==> src/hw/rtl/brb_pkg.sv <==
// Shared constants, codes and controller/datapath interface types for the
// circular byte FIFO. No dependencies; used by every module of the block but brb_ram.
`default_nettype none

package brb_pkg;

  localparam int DEPTH   = 1024;
  localparam int MAX_RUN = 64;

  localparam int ADDR_W = $clog2(DEPTH);
  localparam int CNT_W  = 11;
  localparam int RUN_W  = $clog2(MAX_RUN + 1);
  localparam int BYTE_W = 8;
  localparam int DATA_W = 32;
  localparam int PADDR_W = 3;

  localparam logic [1:0] OP_PUT  = 2'd0;
  localparam logic [1:0] OP_GET  = 2'd1;
  localparam logic [1:0] OP_SKIP = 2'd2;
  localparam logic [1:0] OP_PEEK = 2'd3;

  // Register index, taken from paddr above the byte lane bits.
  localparam logic REG_CAPACITY = 1'b0;

  typedef struct packed {
    logic item_load;
    logic exec_put;
    logic exec_skip;
    logic emit_none;
    logic read_setup;
    logic read_issue;
    logic read_emit;
  } brb_cmd_t;

  typedef struct packed {
    logic [1:0] op;
    logic       put_ends;
    logic       get_n_zero;
    logic       read_last;
    logic       out_free;
  } brb_stat_t;

endpackage

`default_nettype wire

==> src/hw/rtl/brb_ctrl.sv <==
// Controller state machine of the circular byte FIFO: sequences each word
// through execute and byte read steps. Depends on brb_pkg.
`default_nettype none

module brb_ctrl (
  input  wire logic             clk,
  input  wire logic             rst,
  input  wire logic             item_valid,
  output logic                  item_ready,
  input  wire brb_pkg::brb_stat_t stat,
  output brb_pkg::brb_cmd_t     cmd
);

  localparam logic [1:0] S_IDLE = 2'd0;
  localparam logic [1:0] S_EXEC = 2'd1;
  localparam logic [1:0] S_READ = 2'd2;
  localparam logic [1:0] S_DATA = 2'd3;

  logic [1:0] state, state_next;

  always_ff @(posedge clk) begin
    if (rst) begin
      state <= S_IDLE;
    end else begin
      state <= state_next;
    end
  end

  always_comb begin
    state_next = state;
    cmd        = '0;
    item_ready = 1'b0;
    unique case (state)
      S_IDLE: begin
        item_ready = 1'b1;
        if (item_valid) begin
          cmd.item_load = 1'b1;
          state_next    = S_EXEC;
        end
      end
      S_EXEC: begin
        unique case (stat.op)
          brb_pkg::OP_PUT: begin
            // A put word that does not end its run has no result to wait on.
            if (!stat.put_ends || stat.out_free) begin
              cmd.exec_put = 1'b1;
              state_next   = S_IDLE;
            end
          end
          brb_pkg::OP_SKIP: begin
            if (stat.out_free) begin
              cmd.exec_skip = 1'b1;
              state_next    = S_IDLE;
            end
          end
          brb_pkg::OP_GET, brb_pkg::OP_PEEK: begin
            priority if (stat.get_n_zero) begin
              if (stat.out_free) begin
                cmd.emit_none = 1'b1;
                state_next    = S_IDLE;
              end
            end else begin
              cmd.read_setup = 1'b1;
              state_next     = S_READ;
            end
          end
          default: state_next = S_IDLE;
        endcase
      end
      S_READ: begin
        cmd.read_issue = 1'b1;
        state_next     = S_DATA;
      end
      S_DATA: begin
        if (stat.out_free) begin
          cmd.read_emit = 1'b1;
          state_next    = stat.read_last ? S_IDLE : S_READ;
        end
      end
      default: state_next = S_IDLE;
    endcase
  end

endmodule

`default_nettype wire

==> config.mk <==
export PLATFORM = sky130hd
export DESIGN_NAME = brb_ctrl
export DESIGN_NICKNAME = d
export VERILOG_FILES = /design/src/hw/rtl/brb_pkg.sv /design/src/hw/rtl/brb_ctrl.sv
export SDC_FILE = /design/constraint.sdc
export NUM_CORES = 1
export LEC_CHECK = 0
export BUFFER_PORTS_ARGS = -buffer_cell sky130_fd_sc_hd__buf_4
export CAP_MARGIN = 20
export CORE_AREA = 2 2 39 41
export DETAILED_ROUTE_END_ITERATION = 10
export DIE_AREA = 0 0 41 43
export SYNTH_ARGS = -nofsm -noshare
export SYNTH_HDL_FRONTEND = slang
export SYNTH_SLANG_ARGS = --single-unit
==> constraint.sdc <==
create_clock -name clk -period 1.7 [get_ports clk]
set_input_delay 0.085 -clock clk [delete_from_list [all_inputs] [get_ports clk]]
set_output_delay 0.085 -clock clk [all_outputs]
set_load 0.01 [all_outputs]
==> run_results.csv, run 1 <==
group,metric,value,unit
routing,route.detailed.drc,0,
clock_network,clock_sinks,2,
finish,finalNetCount,52,
clock_network,cts_buffers,3,
clock_network,clkLatencyLatePin,0.22,ns
power_and_ir_drop,power_density,674,mW/mm²
sta,fin_crit_sh,0.826,
yosys,synth_top_area_cell,"dfxtp_1",
floorplan,start_util,0.125,
worst_setup_path,worstPathArrival,1.32,ns
routing,ant_nets,0,
global_route,grt_pass1_vias,201,
yosys,avgSynthCellArea,7.85,µm²
finish,final_common_cell,"buf_4",
sta,fin_tns_setup,0,ns
clock_network,cts_tree,"done",
routing,wl_per_cell,8.81,µm
worst_setup_path,cp_max_fo,8,
sta,max_freq,0.712,GHz
floorplan,die_h,43,µm
routing,vias_per_cell,3.96,
clock_network,clkTransAtPathRegs,0.03,ns
worst_setup_path,rrSetupSlack,0.68,ns
finish,largestRegisters,"state x2",
clock_network,postCtsSetupRepairBufs,0,
placement,gp_congestion,0.687,
hold_path,holdPathStages,2,
global_route,grt_max_degree,9,
yosys,synth_top_area_frac,0.232,
finish,drive_above_1_share,0.537,
routing,wl_met1,224,µm
finish,antennaDiodeCount,0,
yosys,synth_fp_nets,31,
sta,fin_crit,1.40,ns
yosys,postSynthCellCount,22,
finish,regMostFlops,"state",
routing,dr.pass1.iters,2,
routing,drt_iter0_markers,3,
worst_setup_path,crit_required,1.62,ns
sta,setup_viol,0,
clock_network,clock_path_buffers,2,
routing,top_layer,"met3",
yosys,synth_seq_cells,2,
worst_setup_path,rr_worst_depth,3,
finish,area_growth,94.2,%
sta,rsz0062_at_grt,"false",
finish,largest_reg_flops,2,
clock_network,hold_buffers,0,
clock_network,ctsResizeCount,0,
routing,routed_wl,502,µm
worst_setup_path,slowest_delay,0.45,ns
clock_network,htree_levels,1,
floorplan,dieWidth,41,µm
yosys,synth_cell_type_count,15,
global_route,grt_use_total,0.0741,
worst_setup_path,endpoint_kind,"primary output",
worst_setup_path,critPathSlowestCell,"dfxtp_1",
routing,num_vias,226,
finish,layout_common_cells,"16 x buf_4, 3 x nor2_1, 3 x clkbuf_4",
routing,met2_length,216,µm
floorplan,core_area,0.00138,mm²
yosys,yosysWarnings,0,
run,maxCapViolCount,0,
global_route,grt_pass1_wl,841,µm
sta,hold_violations,0,
placement,portBuffers,16,
yosys,ys_top_cells_by_area,"dfxtp_1 23%, a2111oi_2 17%, and4bb_1 7.2%",
clock_network,clock-root-buffer,"clkbuf_4",
sta,slew_headroom,0.827,
outcome,status,"complete, no violations",
finish,fillers,161,
worst_setup_path,start_kind,"register",
floorplan,io_pins,17,
yosys,ys_seq_area_frac,0.232,
worst_setup_path,worstPathCellList,"nand2b_2 > a2111oi_2 > buf_4",
power_and_ir_drop,worst_ir_drop_vdd,0.149,mV
floorplan,die-area,0.00176,mm²
routing,route.met3.wl,61,µm
global_route,globalRoute.totalOverflow,0,
global_route,antenna_found_initial,0,
finish,fin_util,0.242,
sta,tightest_slew,0.260,ns
placement,hpwl,405,µm
sta,fin_skew,0.000897,ns
yosys,synthesis.area,173,µm²
worst_setup_path,critical_path_class,"register to primary output",
sta,maxSlewViolCount,0,
power_and_ir_drop,p_leak,0.159,nW
floorplan,row_count,14,
hold_path,hold_path_class,"input pin to register",
==> Yosys cell counts <==
cell       n
nor2_1     3
a2111oi_2  2
a21oi_1    2
dfxtp_1    2
nand3_1    2
nor3_1     2
and2_1     1
and2b_1    1
and3_1     1
and4bb_1   1
inv_1      1
nand2_1    1
nand2b_1   1
nand2b_2   1
or3_1      1
==> logic make-up (layout without fill, tap and decap cells) <==
logic type,after synthesis,count (layout),synth area share
buffers and inverters,1,20,0.0217
DFF,2,2,0.232
and+or+nand+nor,15,15,0.515
AOI/OAI and AO/OA,4,4,0.232
==> path summary, 6_finish.rpt <==
check,from,end
max reg2reg,state[1],state[0]
max,state[0],cmd[5]
min reg2reg,state[1],state[1]
min,rst,state[1]
==> power breakdown <==
group          internal [W]  total [W]  switching [W]  leakage [nW]
sequential        0.0000509  0.0000575     0.00000664        0.0165
clock             0.0000780   0.000106      0.0000284        0.0138
combinational     0.0000353  0.0000619      0.0000266         0.129
==> metal layers <==
metal  up-vias  GRT usage
li1        120          -
met1        93     0.0955
met2        13     0.0813
met3         0     0.0314
met4         0     0.0800
met5         -          0
==> layout make-up <==
| cell class | count | area (µm²) | share of cell area |
|---|---|---|---|
| multi-input combinational | 19 | 129 | 0.384 |
| timing repair buffer | 16 | 120 | 0.358 |
| sequential | 2 | 40.0 | 0.119 |
| clock buffer | 3 | 22.5 | 0.0672 |
| tap | 16 | 20.0 | 0.0597 |
| inverter | 1 | 3.75 | 0.0112 |
==> critical path, delay by kind of cell (launching register included) <==
| kind | cells | cell delay (ns) |
|---|---|---|
| AND/OR/NAND/NOR | 1 | 0.13 |
| AO/OA/AOI/OAI | 1 | 0.33 |
| buffers and inverters | 1 | 0.18 |
| flip-flops | 1 | 0.45 |
==> per-stage QoR <==
stage / cell area (µm²) / total power [W] / worst slack (ns) / std cells / hold slack [ns]
after detailed placement: 313 / 0.000121 / 0.529 / 54 / 0.268
after global routing: 335 / 0.000250 / 0.146 / 57 / 0.0226
after global placement: 313 / 0.000120 / 0.530 / 54 / 0.267
final: 335 / 0.000226 / 0.296 / 57 / 0.0354
after floorplan: 173 / 0.0000834 / 0.644 / 22 / 0.157
after CTS: 335 / 0.000233 / 0.285 / 57 / 0.0263
Note: power is estimated with default switching activity, not from simulation.
==> run 2, diff against run 1 <==
Settings changed: ABC_AREA set to 1.
Clock period 1.7 ns to 1.4 ns, I/O delays scaled along.
==> run_results.csv, run 2 <==
group,metric,value,unit
outcome,status,"complete, no violations",
power_and_ir_drop,p_leak,0.228,nW
worst_setup_path,worstPathCellList,"inv_2 > nand2_4 > nor4_1 > buf_4",
finish,final_cell_area,418,µm²
routing,drt_iter0_markers,3,
routing,wl_per_cell,7.46,µm
power_and_ir_drop,worst_ir_drop_vdd,0.341,mV
floorplan,core_area,0.00138,mm²
floorplan,start_util,0.184,
worst_setup_path,critical_path_class,"register to primary output",
yosys,synth-edff-count,0,
worst_setup_path,cp_max_fo,6,
global_route,globalRoute.totalOverflow,0,
finish,final_common_cell,"buf_4",
routing,num_vias,312,
yosys,synth_fp_nets,52,
clock_network,clock-root-buffer,"clkbuf_4",
sta,slew_headroom,0.829,
yosys,synth_cell_type_count,15,
hold_path,holdPathStages,5,
finish,layout_common_cells,"16 x buf_4, 8 x nor2_1, 6 x inv_1, 5 x nand2_1",
clock_network,clkTransAtPathRegs,0.03,ns
clock_network,clock_path_buffers,2,
finish,instances_no_fill,78,
yosys,avgSynthCellArea,5.94,µm²
global_route,grt_max_degree,9,
routing,vias_per_cell,4.00,
sta,setup_viol,0,
sta,fin_skew,0.00927,ns
floorplan,die_h,43,µm
sta,max_freq,0.823,GHz
yosys,synth_seq_cells,2,
worst_setup_path,critPathSlowestCell,"dfxtp_1",
global_route,antenna_found_initial,0,
yosys,yosysWarnings,0,
routing,dr.pass1.iters,3,
yosys,synth_top_area_cell,"dfxtp_1",
clock_network,postCtsSetupRepairBufs,0,
finish,largestRegisters,"state x2",
clock_network,clock_sinks,2,
floorplan,dieWidth,41,µm
yosys,synthesis.area,255,µm²
worst_setup_path,crit_required,1.33,ns
run,maxCapViolCount,0,
yosys,synth_most_common_cell,"nor2_1",
global_route,grt_use_total,0.0812,
routing,ant_nets,0,
hold_path,hold_path_class,"input pin to register",
placement,portBuffers,16,
yosys,ys_top_cells_by_area,"dfxtp_1 16%, nor2_1 12%, inv_1 8.8%",
placement,place_inst,74,
clock_network,clkLatencyLatePin,0.23,ns
global_route,grt_pass1_vias,270,
sta,hold_violations,0,
sta,maxSlewViolCount,0,
worst_setup_path,start_kind,"register",
yosys,synthArstFlopShare,0,
worst_setup_path,endpoint_kind,"primary output",
finish,area_growth,63.7,%
clock_network,cts_buffers,3,
routing,route.detailed.drc,0,
yosys,postSynthCellCount,43,
sta,fin_crit_sh,0.867,
floorplan,row_count,14,
yosys,ys_seq_area_frac,0.157,
finish,largest_reg_flops,2,
finish,finalNetCount,73,
clock_network,cts_tree,"done",
yosys,synth_top_area_frac,0.157,
worst_setup_path,worstPathArrival,1.14,ns
placement,gp_congestion,0.650,
sta,fin_crit,1.21,ns
placement,placed_area,384,µm²
finish,antennaDiodeCount,0,
sta,rsz0062_at_grt,"false",
floorplan,io_pins,17,
finish,drive_above_1_share,0.516,
sta,fin_tns_setup,0,ns
global_route,grt_pass1_wl,945,µm
sta,tightest_slew,0.254,ns
floorplan,die-area,0.00176,mm²
power_and_ir_drop,power_density,910,mW/mm²
routing,routed_wl,582,µm
yosys,synth_common_cells,"8 x nor2_1, 6 x inv_1, 5 x nand2_1",
clock_network,htree_levels,1,
worst_setup_path,slowest_delay,0.35,ns
worst_setup_path,rr_worst_depth,7,
finish,regMostFlops,"state",
finish,fin_util,0.302,
yosys,ys.flop_type,"dfxtp_1",
run 2: cell types whose count changed in the layout (fill, tap and decap cells not counted), sizes merged, moves of 2 or more:
cell / before / now
a2111oi: 2 / 0
a21oi: 2 / 5
inv: 1 / 9
nand2: 1 / 8
nand2b: 2 / 0
nand3: 2 / 4
nor2: 3 / 10
nor4: 0 / 2
run 2: repair_timing:
action / CTS / global route
resized for setup: 0 / 1
hold endpoints to repair: 0 / 1
endpoints found under the setup margin: 0 / 1
hold buffers: 0 / 1
run 2: path summary, 6_finish.rpt:
path,from,endpoint,slack [ns]
worst max-delay path,state[1],cmd[5],0.19
worst min-delay path,item_valid,state[0],0.21
worst max register to register,state[1],state[1],0.35
worst min register to register,state[1],state[1],0.61
run 2: critical path: cells and delay by family (launching register included):
kind	cells	cell delay, ns
buffers and inverters	2	0.27
AND/OR/NAND/NOR	2	0.30
flip-flops	1	0.35
run 2: final cells by class:
type                       instances  area, µm²
timing repair buffer              17        130
clock buffer                       3       22.5
inverter                           9       33.8
sequential                         2       41.3
multi-input combinational         31        170
fill                             153        966
tap                               16       20.0
run 2: per-stage QoR:
stage,power (W),setup WS [ns],hold slack (ns)
after floorplan,0.000197,0.328,0.142
after global placement,0.000251,0.300,0.239
after detailed placement,0.000251,0.296,0.243
after CTS,0.000384,0.0818,0.00350
after global routing,0.000418,0.0498,0.246
final,0.000380,0.186,0.212
run 2: kinds of logic (layout without fill, tap and decap cells):
group	Yosys count	count (layout)	synth area share
buf+inv	10	29	0.176
flops	2	2	0.157
compound gates	5	5	0.127
simple gates	26	26	0.539
run 2: power by group:
group / switching, W / total, W / internal (W)
clock network: 0.0000343 / 0.000129 / 0.0000948
logic: 0.0000850 / 0.000165 / 0.0000800
registers: 0.0000187 / 0.0000865 / 0.0000677
run 2: layer usage:
metal  wire [µm]  up-vias  global-route usage
met4           0        0              0.0600
met3          33        0              0.0471
met5           0        -                   0
met1         225      132              0.0863
li1            -      175                   -
met2         322        5               0.113
==> run 3, diff against run 2 <==
Settings changed: ABC_AREA 1 to unset, HOLD_SLACK_MARGIN set to 0.12, TNS_END_PERCENT set to 20.
==> run_results.csv, run 3 (synthesis results as in run 1) <==
group,metric,value,unit
outcome,status,"complete, no violations",
global_route,globalRoute.totalOverflow,0,
floorplan,core_area,0.00138,mm²
worst_setup_path,start_kind,"input pin",
sta,tightest_slew,0.257,ns
finish,multi_input_area,134,µm²
floorplan,die-area,0.00176,mm²
floorplan,start_util,0.125,
finish,finalNetCount,54,
clock_network,clock_sinks,2,
worst_setup_path,r2r_end,"state[0]",
placement,portBuffers,16,
clock_network,cts_tree,"done",
routing,routed_wl,526,µm
sta,rsz0062_at_grt,"false",
global_route,met1_usage,0.0955,
sta,fin_tns_setup,0,ns
clock_network,clkLatencyLatePin,0.22,ns
clock_network,cts_buffers,3,
worst_setup_path,path_depth,5,
global_route,antenna_found_initial,0,
sta,maxSlewViolCount,0,
worst_setup_path,endpoint,"cmd[5]",
worst_setup_path,critPathSlowestCell,"dlygate4sd3_1",
finish,area_growth,110,%
run,maxCapViolCount,0,
placement,preCtsSetupSlack,0.244,ns
sta,fin_ws,0.0846,ns
worst_setup_path,crit_required,1.33,ns
worst_setup_path,cp_max_fo,6,
worst_setup_path,critPathLaunch,"stat[0]",
global_route,top_usage_layer,"met1",
finish,final_common_cell,"buf_4",
sta,fin_crit_sh,0.940,
worst_setup_path,worstPathArrival,1.25,ns
global_route,use_met2,0.0875,
routing,ant_nets,0,
sta,hold_ws,0.184,ns
hold_path,hold_path_class,"input pin to register",
worst_setup_path,rrSetupSlack,0.46,ns
sta,max_freq,0.760,GHz
worst_setup_path,rr_worst_depth,3,
clock_network,clock_path_buffers,2,
power_and_ir_drop,p_leak,0.169,nW
placement,gp_congestion,0.687,
worst_setup_path,cpMostUsedCell,"buf_4",
floorplan,die_h,43,µm
finish,largest_reg_flops,2,
sta,slew_headroom,0.828,
sta,fin_skew,0.000563,ns
placement,hpwl,405,µm
global_route,grt_pass1_vias,210,
finish,fillers,158,
routing,vias_per_cell,3.97,
worst_setup_path,critical_path_class,"input pin to primary output",
worst_setup_path,reg2reg_from,"state[1]",
global_route,grt_max_degree,9,
finish,regMostFlops,"state",
sta,setup_viol,0,
worst_setup_path,worstPathCellList,"dlygate4sd3_1 > buf_4 > inv_1 > a2111oi_2 > buf_4",
routing,wl_per_cell,8.92,µm
finish,final_cell_area,363,µm²
floorplan,dieWidth,41,µm
worst_setup_path,crit_family,"buffers and inverters",
power_and_ir_drop,finalPower,0.000283,W
floorplan,io_pins,17,
worst_setup_path,endpoint_kind,"primary output",
clock_network,htree_levels,1,
global_route,grt_pass1_wl,869,µm
clock_network,clock-root-buffer,"clkbuf_4",
placement,placed_area,313,µm²
global_route,grt_util_met3,0.0314,
routing,num_vias,234,
worst_setup_path,crit_buf_inv,4,
finish,antennaDiodeCount,0,
routing,drt_iter0_markers,3,
clock_network,postCtsSetupRepairBufs,0,
finish,layout_common_cells,"16 x buf_4, 3 x nor2_1, 3 x clkbuf_4",
finish,drive_above_1_share,0.558,
power_and_ir_drop,worst_ir_drop_vdd,0.175,mV
sta,fin_crit,1.32,ns
floorplan,row_count,14,
clock_network,clkTransAtPathRegs,0.03,ns
routing,dr.pass1.iters,2,
finish,largestRegisters,"state x2",
sta,hold_violations,0,
worst_setup_path,slowest_delay,0.53,ns
power_and_ir_drop,power_density,779,mW/mm²
finish,seq_area,42.5,µm²
routing,route.detailed.drc,0,
global_route,grt_use_total,0.0761,
## run 3: cell count changes in the layout (fill, tap and decap cells not counted), sizes merged, moves of 2 or more
cell,delta
nor4,-2
a2111oi,+2
a21oi,-3
nand2b,+2
nand3,-2
nor2,-7
nand2,-7
inv,-8
## run 3: worst min-delay path by stage
stage / start / end / slack, ns / cells after the start
5_1_grt: stat[1] / state[1] / 0.21 / 4
2_1_floorplan: rst / state[1] / 0.14 / 1
4_1_cts: stat[1] / state[1] / 0.18 / 4
3_3_place_gp: rst / state[1] / 0.25 / 2
6_report: stat[1] / state[1] / 0.18 / 4
3_5_place_dp: rst / state[1] / 0.25 / 2
## run 3: area by class of cell
cell class / instances / share of cell area
Timing Repair Buffer: 18 / 0.386
Multi-Input combinational cell: 19 / 0.369
Sequential cell: 2 / 0.117
Inverter: 1 / 0.0103
Tap cell: 16 / 0.0552
Clock buffer: 3 / 0.0621
## run 3: power by group
group          switching, W  total (W)  leakage [nW]  internal, W
logic             0.0000332  0.0000815         0.138    0.0000483
registers        0.00000914  0.0000720        0.0172    0.0000628
clock network     0.0000346   0.000129        0.0138    0.0000948
## run 3: per-stage QoR
| stage | instances | util |
|---|---|---|
| after floorplan | 22 | - |
| after global placement | 54 | 0.226 |
| after detailed placement | 54 | 0.226 |
| after CTS | 59 | 0.257 |
| after global routing | 59 | 0.262 |
| final | 59 | 0.262 |
## run 3: what timing repair did
item | CTS | global route
setup endpoints to repair | 0 | 1
endpoints found under the hold margin | 2 | 0
hold buffers | 2 | 0
gates resized for setup | 0 | 3
## run 3: worst min-delay path, delay by kind of cell
family                 cells  cell delay [ns]
AOI/OAI and AO/OA          1             0.06
buffers and inverters      1             0.11
and+or+nand+nor            2             0.14
## run 3: layer usage
metal	up-vias	part of all wire
li1	124	-
met5	-	0
met4	0	0
met2	13	0.45
met3	0	0.11
met1	97	0.43
